`config.mk`:
```
export PLATFORM = sky130hd
export DESIGN_NAME = accel_motion_detector_hysteresis
export DESIGN_NICKNAME = d
export VERILOG_FILES = /design/src/design/amd_pkg.sv /design/src/design/amd_mg_conv.sv /design/src/design/amd_decide.sv /design/src/design/accel_motion_detector_hysteresis.sv
export SDC_FILE = /design/constraint.sdc
export NUM_CORES = 1
export LEC_CHECK = 0
export BUFFER_PORTS_ARGS = -buffer_cell sky130_fd_sc_hd__buf_2
export CAP_MARGIN = 20
export CORE_ASPECT_RATIO = 1.1
export CORE_UTILIZATION = 60
export DETAILED_ROUTE_END_ITERATION = 12
export PLACE_DENSITY = 0.76
export SLEW_MARGIN = 20
export SYNTH_ARGS = -nofsm -noshare
export SYNTH_HDL_FRONTEND = slang
export SYNTH_HIERARCHICAL = 1
export SYNTH_SLANG_ARGS = --single-unit
```
`constraint.sdc`:
```
create_clock -name clk -period 14.27 [get_ports clk]
set_input_delay 1.427 -clock clk [delete_from_list [all_inputs] [get_ports clk]]
set_output_delay 1.427 -clock clk [all_outputs]
set_load 0.1 [all_outputs]
```
`src/design/amd_pkg.sv`:
```
// Shared types, constants and codes for the accelerometer motion detector.
// No dependencies; imported by every module of the block.
`default_nettype none

package amd_pkg;

	// Field widths
	localparam int RawW    = 16;
	localparam int MgW     = 12;
	localparam int TimeW   = 32;
	localparam int ThrW    = 12;
	localparam int IntvW   = 16;
	localparam int CfgW    = 16;
	localparam int CfgIdxW = 2;
	localparam int StatusW = 2;

	// raw * MgScale / RawFullScale gives milli-g
	localparam int MgScale     = 2000;
	localparam int RawFullScale = 32768;
	localparam int RawShift    = $clog2(RawFullScale);
	localparam int ProdW       = RawW + $clog2(MgScale) + 1;

	// Result status codes
	typedef enum logic [StatusW-1:0] {
		STATUS_OK       = 2'd0,
		STATUS_READ_ERR = 2'd1,
		STATUS_BAD_CFG  = 2'd2
	} status_t;

	// Register indexes
	typedef enum logic [CfgIdxW-1:0] {
		REG_THRESHOLD  = 2'd0,
		REG_HYSTERESIS = 2'd1,
		REG_INTERVAL   = 2'd2
	} cfg_reg_t;

	typedef struct packed {
		logic [ThrW-1:0]  threshold;
		logic [ThrW-1:0]  hysteresis;
		logic [IntvW-1:0] interval;
	} cfg_t;

	typedef struct packed {
		logic [TimeW-1:0]      uptime;
		logic signed [RawW-1:0] x;
		logic signed [RawW-1:0] y;
		logic signed [RawW-1:0] z;
		logic                   read_failed;
	} item_t;

	typedef struct packed {
		logic                  has_ref;
		logic signed [MgW-1:0] ref_x;
		logic signed [MgW-1:0] ref_y;
		logic signed [MgW-1:0] ref_z;
		logic [TimeW-1:0]      ref_time;
		logic                  motion;
	} track_state_t;

	typedef struct packed {
		logic    motion;
		status_t status;
		logic    sample_taken;
	} result_t;

endpackage

`default_nettype wire

```
`src/design/amd_mg_conv.sv`:
```
// One-axis converter: raw 16-bit sample to signed milli-g, truncated toward zero.
// Depends on amd_pkg.
`default_nettype none

module amd_mg_conv (
	input  wire logic signed [amd_pkg::RawW-1:0] raw,
	output logic signed [amd_pkg::MgW-1:0]       mg
);
	import amd_pkg::*;

	logic signed [ProdW-1:0] prod;
	logic signed [ProdW-1:0] biased;

	// scale, then bias negatives so the shift truncates toward zero
	always_comb begin
		prod   = ProdW'(raw) * ProdW'(MgScale);
		biased = prod + (prod[ProdW-1] ? ProdW'(RawFullScale - 1) : ProdW'(0));
		mg     = MgW'(biased >>> RawShift);
	end

endmodule

`default_nettype wire

```
`src/design/amd_decide.sv`:
```
// Decision: config check, interval gate, read error, per-axis hysteresis compare.
// Depends on amd_pkg and amd_mg_conv.
`default_nettype none

module amd_decide (
	input  wire amd_pkg::item_t        item,
	input  wire amd_pkg::track_state_t state_cur,
	input  wire amd_pkg::cfg_t         cfg,
	output amd_pkg::track_state_t      state_nxt,
	output amd_pkg::result_t           result
);
	import amd_pkg::*;

	logic signed [MgW-1:0] x_mg, y_mg, z_mg;
	logic [MgW-1:0]        dx, dy, dz;
	logic [TimeW-1:0]      elapsed;
	logic [ThrW-1:0]       clr_lvl;
	logic                  bad_cfg, too_soon, hit, calm, motion_new;

	function automatic logic [MgW-1:0] abs_diff(input logic signed [MgW-1:0] a,
			input logic signed [MgW-1:0] b);
		logic signed [MgW:0] d;
		d = (MgW+1)'(a) - (MgW+1)'(b);
		return d[MgW] ? MgW'(-d) : MgW'(d);
	endfunction

	amd_mg_conv u_conv_x (.raw(item.x), .mg(x_mg));
	amd_mg_conv u_conv_y (.raw(item.y), .mg(y_mg));
	amd_mg_conv u_conv_z (.raw(item.z), .mg(z_mg));

	// gates and compares
	always_comb begin
		bad_cfg  = cfg.hysteresis >= cfg.threshold;
		elapsed  = item.uptime - state_cur.ref_time;
		too_soon = state_cur.has_ref && (cfg.interval != '0)
			&& (elapsed < TimeW'(cfg.interval));
		dx       = abs_diff(x_mg, state_cur.ref_x);
		dy       = abs_diff(y_mg, state_cur.ref_y);
		dz       = abs_diff(z_mg, state_cur.ref_z);
		clr_lvl  = cfg.threshold - cfg.hysteresis;
		hit      = (dx >= cfg.threshold) || (dy >= cfg.threshold) || (dz >= cfg.threshold);
		calm     = (dx < clr_lvl) && (dy < clr_lvl) && (dz < clr_lvl);
	end

	// result and next tracking state, in priority order
	always_comb begin
		state_nxt           = state_cur;
		result.motion       = state_cur.motion;
		result.status       = STATUS_OK;
		result.sample_taken = 1'b0;
		motion_new          = state_cur.motion;
		if (bad_cfg) begin
			result.status = STATUS_BAD_CFG;
		end else if (too_soon) begin
			result.status = STATUS_OK;
		end else if (item.read_failed) begin
			result.status = STATUS_READ_ERR;
		end else begin
			if (!state_cur.has_ref) begin
				motion_new = 1'b0;
			end else if (hit) begin
				motion_new = 1'b1;
			end else if (calm) begin
				motion_new = 1'b0;
			end
			state_nxt.has_ref   = 1'b1;
			state_nxt.ref_x     = x_mg;
			state_nxt.ref_y     = y_mg;
			state_nxt.ref_z     = z_mg;
			state_nxt.ref_time  = item.uptime;
			state_nxt.motion    = motion_new;
			result.motion       = motion_new;
			result.sample_taken = 1'b1;
		end
	end

endmodule

`default_nettype wire

```
`src/design/accel_motion_detector_hysteresis.sv`:
```
// Top level of the accelerometer motion detector: input stage, tracking state,
// config registers and output register. Depends on amd_pkg and amd_decide.
//
//   port group  dir  handshake           payload
//   in          in   in_valid/in_ready   stamp_ms, x_raw, y_raw, z_raw, read_failed
//   out         out  out_valid/out_ready motion, status, sample_taken
//   cfg         in   cfg_we (no wait)    cfg_index, cfg_wdata
//
// One beat per cycle sustained while out_ready stays high. Each accepted input beat
// is registered in the input stage, then its result in the output register.
// The input stage is evaluated combinationally against the tracking state; state and
// result register update on the same edge, so the next beat sees the new state.
// A stalled result holds in the output register; the input stage still takes a
// beat while it is empty, then waits until the output frees.
// Reset clears valids, tracking state and config to their defaults; no clearing pass.
`default_nettype none

module accel_motion_detector_hysteresis (
	input  wire logic                              clk,
	input  wire logic                              arst_n,
	input  wire logic                              in_valid,
	output logic                                   in_ready,
	input  wire logic [amd_pkg::TimeW-1:0]         stamp_ms,
	input  wire logic signed [amd_pkg::RawW-1:0]   x_raw,
	input  wire logic signed [amd_pkg::RawW-1:0]   y_raw,
	input  wire logic signed [amd_pkg::RawW-1:0]   z_raw,
	input  wire logic                              read_failed,
	output logic                                   out_valid,
	input  wire logic                              out_ready,
	output logic                                   motion,
	output logic [amd_pkg::StatusW-1:0]            status,
	output logic                                   sample_taken,
	input  wire logic                              cfg_we,
	input  wire logic [amd_pkg::CfgIdxW-1:0]       cfg_index,
	input  wire logic [amd_pkg::CfgW-1:0]          cfg_wdata
);
	import amd_pkg::*;

	item_t        item_s1;
	logic         valid_s1;
	track_state_t state_q, state_nxt;
	cfg_t         cfg_q;
	result_t      result_nxt, result_q;
	logic         out_valid_q;
	logic         advance;

	// handshake
	assign advance   = valid_s1 && (!out_valid_q || out_ready);
	assign in_ready  = !valid_s1 || advance;
	assign out_valid = out_valid_q;
	assign motion       = result_q.motion;
	assign status       = StatusW'(result_q.status);
	assign sample_taken = result_q.sample_taken;

	amd_decide u_decide (
		.item      (item_s1),
		.state_cur (state_q),
		.cfg       (cfg_q),
		.state_nxt (state_nxt),
		.result    (result_nxt)
	);

	// input stage
	always_ff @(posedge clk or negedge arst_n) begin
		if (!arst_n) begin
			valid_s1 <= 1'b0;
		end else if (in_ready) begin
			valid_s1 <= in_valid;
		end
	end

	always_ff @(posedge clk) begin
		if (in_valid && in_ready) begin
			item_s1 <= '{uptime: stamp_ms, x: x_raw, y: y_raw, z: z_raw,
				read_failed: read_failed};
		end
	end

	// tracking state and output register
	always_ff @(posedge clk or negedge arst_n) begin
		if (!arst_n) begin
			state_q     <= '0;
			out_valid_q <= 1'b0;
		end else begin
			if (advance) begin
				state_q <= state_nxt;
			end
			if (advance) begin
				out_valid_q <= 1'b1;
			end else if (out_ready) begin
				out_valid_q <= 1'b0;
			end
		end
	end

	always_ff @(posedge clk) begin
		if (advance) begin
			result_q <= result_nxt;
		end
	end

	// config registers
	always_ff @(posedge clk or negedge arst_n) begin
		if (!arst_n) begin
			cfg_q.threshold  <= ThrW'(100);
			cfg_q.hysteresis <= ThrW'(20);
			cfg_q.interval   <= '0;
		end else if (cfg_we) begin
			case (cfg_index)
				REG_THRESHOLD:  cfg_q.threshold  <= cfg_wdata[ThrW-1:0];
				REG_HYSTERESIS: cfg_q.hysteresis <= cfg_wdata[ThrW-1:0];
				REG_INTERVAL:   cfg_q.interval   <= cfg_wdata[IntvW-1:0];
				default: ;
			endcase
		end
	end

endmodule

`default_nettype wire

```
==> metrics.txt, run 1 <==
Post-DP HPWL 43.28 mm; CTS H-tree lvls 4; first-pass GRT wire length 90.81 mm; Post-Synthesis Cell Area 0.02590 mm^2; largest net degree at the start of global routing 72; io pins 110; Ys Warns 6; clock skew 15.70 ps; FILL cells 3,509; Final Max Slew Viols 0; register bit total from synthesis 197; # resized after CTS 0; CP endpoint kind flip-flop; EDFF count, synth 85; # DRC 0; # diodes 0; area of the die 0.04400 mm^2; async set-reset flop share out of synthesis 0.5685; Syn Area/Cell 9.370 um^2; worst hold path depth 1; Routed Antenna Nets 0; vias in the first global route 19,601; Final WS setup 3191 ps; Critical Path Stages 43; largest cells by area after synthesis ha_1, fa_1, dfrtp_1; Worst Path Buf+Inv 5; clk sinks 197; synth cell count leaders inv_1, ha_1, fa_1; crit path time final 11,080 ps; Setup CP Type flip-flop to flip-flop; TritonCTS clock tree yes; Seq/Total Area, Yosys 0.2070; via count 19,273; Tcrit/Tclk final 0.7764; RSZ-0062 raised after global routing false; MaxCap Viol Count 0; fmax 90.26 MHz; gr usage total 0.2580; endpoints failing hold 0; Post-Synth XOR/XNOR Area 0.05141; largest family of logic cells by synthesized area adder cells; synthesis-to-layout area growth 6.252%; Worst-path clk slew 80 ps; CTS root buf clkbuf_16; leading area contributor after synthesis ha_1; Routed WL 53.60 mm; Post CTS Setup Buffer Count 0; Detailed Route Iter0 Violations 800; antenna violations before repair 0; first drt pass iteration count 7; CP most frequent cell o21ai_0; Vias/cell 5.624; Post-Syn Instances 2,764; proportion of layout cells with a drive suffix above 1 0.1308; CP required 14,670 ps; simple logic cell fraction of the synthesized area 0.1061; Crit path arrival time 11,470 ps; DIE WIDTH 200.1 um; total grt overflow 0; Skew-Pair Late Insertion Delay 510 ps; placed cell count 3,395; worst slack, placed 3234 ps; wire length per cell 15.64 um; Largest delay share family, worst path compound AO/OA/AOI/OAI gates; Die Y 219.9 um; slew of the pin with the lowest slew margin 1042 ps; Cell variety after synth 103; Finished Layout Cells 3,427; most numerous cell in the Yosys netlist inv_1; Post-CTS Hold Buffers 0; cell row count 79; final core occ 0.6489; Reg2Reg Depth 43; fin nets 3,491; # setup viols final 0; setup TNS 0 ps; Mapped Nets 3,408; clk buf depth 2; multiplexer share of the synthesized area 0.08363; post-synthesis compound-gate area fraction 0.1338; Port Buffers 109; CTS buffer count 17; CP max FO 13; GPL Wtd Cong 0.8924; Worst path max stage delay 680 ps; Slowest-stage cell, CP edfxtp_1; status completed; Critical Path Source Type flip-flop; Core Area 0.04240 mm^2; top cell type's share of synthesized area 0.1744; Post-synth top flop dfrtp_1; Max-slew headroom 0.3054; Post-Synth Adder-Cell Area 0.3128; Initial Util 0.6107; Hold WC Path Type flip-flop to flip-flop
worst paths after layout:
path	to	slack [ps]	startpoint
worst max-delay path	state_q[0]$_DFFE_PN0P_	3190	item_s1[48]$_DFFE_PP_
worst min-delay path	cfg_q[24]$_DFFE_PN0P_	530	cfg_q[24]$_DFFE_PN0P_
worst max register to register	state_q[0]$_DFFE_PN0P_	3190	item_s1[48]$_DFFE_PP_
worst min register to register	cfg_q[24]$_DFFE_PN0P_	530	cfg_q[24]$_DFFE_PN0P_
max in group asynchronous	state_q[64]$_DFFE_PN0P_	12000	arst_n
min in group asynchronous	state_q[10]$_DFFE_PN0P_	940	arst_n
layer usage:
metal / global-route usage / share of wire / vias up / routed length [um]
met5: 0 / 0 / - / 0
met4: 0.08066 / 0.018 / 0 / 969
met3: 0.03214 / 0.031 / 57 / 1683
met2: 0.4571 / 0.50 / 302 / 26780
met1: 0.3247 / 0.45 / 9403 / 24170
li1: - / - / 9511 / -
metrics by stage:
stage / area (um^2) / hold WS, ps
floorplan: 25900 / 477.2
global placement: 26870 / 491.8
detailed placement: 26870 / 506.4
CTS: 27520 / 525.8
global route: 27520 / 544.9
finish: 27520 / 525.1
logic make-up (layout without fill, tap and decap cells):
group	count (synthesis)	in the layout
flip-flops	197	197
buffers and inverters	690	786
AO/OA/AOI/OAI	500	500
XOR/XNOR	152	152
AND/OR/NAND/NOR	504	504
multiplexers	181	181
adder cells (fa/ha/maj)	540	540
registers in the layout, indices dropped and copies added, names as in the netlist:
register and cells:
state_q 70, out_valid 1, item_s1 81, valid_s1 1
status 2, cfg_q 40, motion 1, sample_taken 1
placed cells by master, fill, tap and decap left out, types with 12 or more instances in the layout:
master,instances
nand3_1,39
mux2_4,35
nor2b_1,21
dfrtp_1,107
xnor2_1,90
o211ai_1,19
nor2_1,103
fa_1,179
inv_1,641
o31ai_1,12
nor3_1,50
nor4_1,17
a21oi_1,128
a211oi_1,17
and2_1,13
nand4_1,30
xor2_1,62
nand2_1,94
o21ai_1,13
o21ai_0,83
ha_1,361
or2_2,16
mux2_2,117
a31oi_1,15
nand2b_1,26
mux2_1,26
edfxtp_1,85
o21a_1,23
and3_1,16
or3_1,13
a21o_1,59
clkbuf_16,18
buf_2,108
area by class of cell:
cell class              count  area, um^2  area share
multi-input cells        1877       17820      0.6476
flip-flops and latches    197        5361      0.1948
inverters                 642        2412     0.08767
well taps                 567       709.4     0.02578
repair buffers            112       570.5     0.02073
clock buffers              18       450.4     0.01637
clock inverters            14       192.7    0.007003
worst reg2reg max path, delay by kind of cell (launching register included):
kind                       cells  cell delay (ps)
buffers and inverters          5              400
DFF                            1              680
muxes                          1              310
adders and majority gates      9             3660
and+or+nand+nor                7             1750
AOI/OAI and AO/OA             20             3940
xor gates and xnor gates       1              220
Power of run 1 is not shown: default switching activity piles up to over one toggle a cycle in this logic, so the estimate is an artifact.
==> run 2: changes to the inputs <==
Clock period 14.27 ns to 10.83 ns, I/O delays scaled along.
==> run 2 against run 1 <==
Compared with the run above:
- non-clock buffer count is 71 higher
- global-route usage grew 0.60 points
- register-to-register slack lost 2600 ps
- critical endpoint unchanged
==> metrics.txt, run 2 (synthesis gave the netlist of run 1 again) <==
status completed; Slowest-stage cell, CP or4_4; clk sinks 197; DIE WIDTH 200.1 um; max FFs per register 81; commonest non-fill, non-tap cell in the layout inv_1; Final Max Slew Viols 0; TritonCTS clock tree yes; synthesis-to-layout area growth 8.933%; GR Util met1 0.3262; met3 Use GR 0.03704; CTS buffer count 17; io pins 110; cell row count 79; fmax 97.57 MHz; biggest regs item_s1 x81, state_q x70, cfg_q x40; Routed WL 55.77 mm; Hold WC Path Type flip-flop to flip-flop; Max-slew headroom 0.3026; Worst Path Buf+Inv 6; Core Area 0.04240 mm^2; Tcrit/Tclk final 0.9463; Initial Util 0.6107; # diodes 0; wire length per cell 15.94 um; MaxCap Viol Count 0; Largest delay share family, worst path adder cells; via count 19,685; gr usage total 0.2640; CP endpoint kind flip-flop; Critical Path Source Type flip-flop; Worst path max stage delay 570 ps; CTS root buf clkbuf_16; proportion of layout cells with a drive suffix above 1 0.1702; most frequent cells in the layout inv_1, ha_1, fa_1; Post-CTS Hold Buffers 0; Worst-path clk slew 90 ps; placed cell areas 0.02693 mm^2; Crit path arrival time 10,640 ps; Post-DP HPWL 44.08 mm; fin nets 3,562; area of the die 0.04400 mm^2; endpoints failing hold 0; Die Y 219.9 um; total grt overflow 0; clk buf depth 2; first drt pass iteration count 5; gr busiest metal met2; met2 Use GR 0.4672; CP required 11,220 ps; largest net degree at the start of global routing 72; Port Buffers 109; CTS H-tree lvls 4; Routed Antenna Nets 0; # setup viols final 0; final core occ 0.6653; # DRC 0; Vias/cell 5.628; first-pass GRT wire length 92.98 mm; vias in the first global route 19,922; crit path time final 10,250 ps; largest register by flop count item_s1; CP max FO 5; Final Cell Area 0.02821 mm^2; clock skew 20.66 ps; antenna violations before repair 0; GPL Wtd Cong 0.8966; Hold Slack 515.3 ps; Setup CP Type flip-flop to flip-flop; Detailed Route Iter0 Violations 832; slew of the pin with the lowest slew margin 1046 ps; Skew-Pair Late Insertion Delay 510 ps
## run 2: area by class of cell
type | count | area [um^2]
clock buffers | 18 | 439.2
clock inverters | 14 | 172.7
fillers | 3373 | 14190
inverters | 642 | 2412
multi-input cells | 1877 | 18000
flip-flops and latches | 197 | 5361
well taps | 567 | 709.4
repair buffers | 183 | 1116
## run 2: path summary, 6_finish.rpt
check | from | end | slack, ps | cells past startpoint
hold / removal | cfg_q[22]$_DFFE_PN0P_ | cfg_q[22]$_DFFE_PN0P_ | 520 | 1
hold reg to reg | cfg_q[22]$_DFFE_PN0P_ | cfg_q[22]$_DFFE_PN0P_ | 520 | 1
setup / recovery | item_s1[38]$_DFFE_PP_ | state_q[0]$_DFFE_PN0P_ | 580 | 43
max in group asynchronous | arst_n | state_q[57]$_DFFE_PN0P_ | 8920 | 2
min in group asynchronous | arst_n | state_q[12]$_DFFE_PN0P_ | 620 | 1
setup reg to reg | item_s1[38]$_DFFE_PP_ | state_q[0]$_DFFE_PN0P_ | 580 | 43
## run 2: metrics by stage
step / worst slack, ps / TNS (ps) / cells
finish: 581.2 / 0 / 3498
global route: -99.24 / -99.24 / 3498
CTS: 1.503 / 0 / 3434
detailed placement: 47.65 / 0 / 3402
global placement: 357.5 / 0 / 3402
floorplan: 671.3 / 0 / 2764
## run 2: layer usage
layer  part of all wire  vias to the layer above
met5                  0                        -
met4              0.022                        0
met3              0.034                       77
met2               0.51                      365
met1               0.44                     9574
li1                   -                     9669
## run 2: timing repair
action / in CTS / in global routing
setup endpoints to repair: 0 / 2
gates resized for setup: 0 / 71
buffers inserted: 0 / 64
Power of run 2 is left out for the same reason.
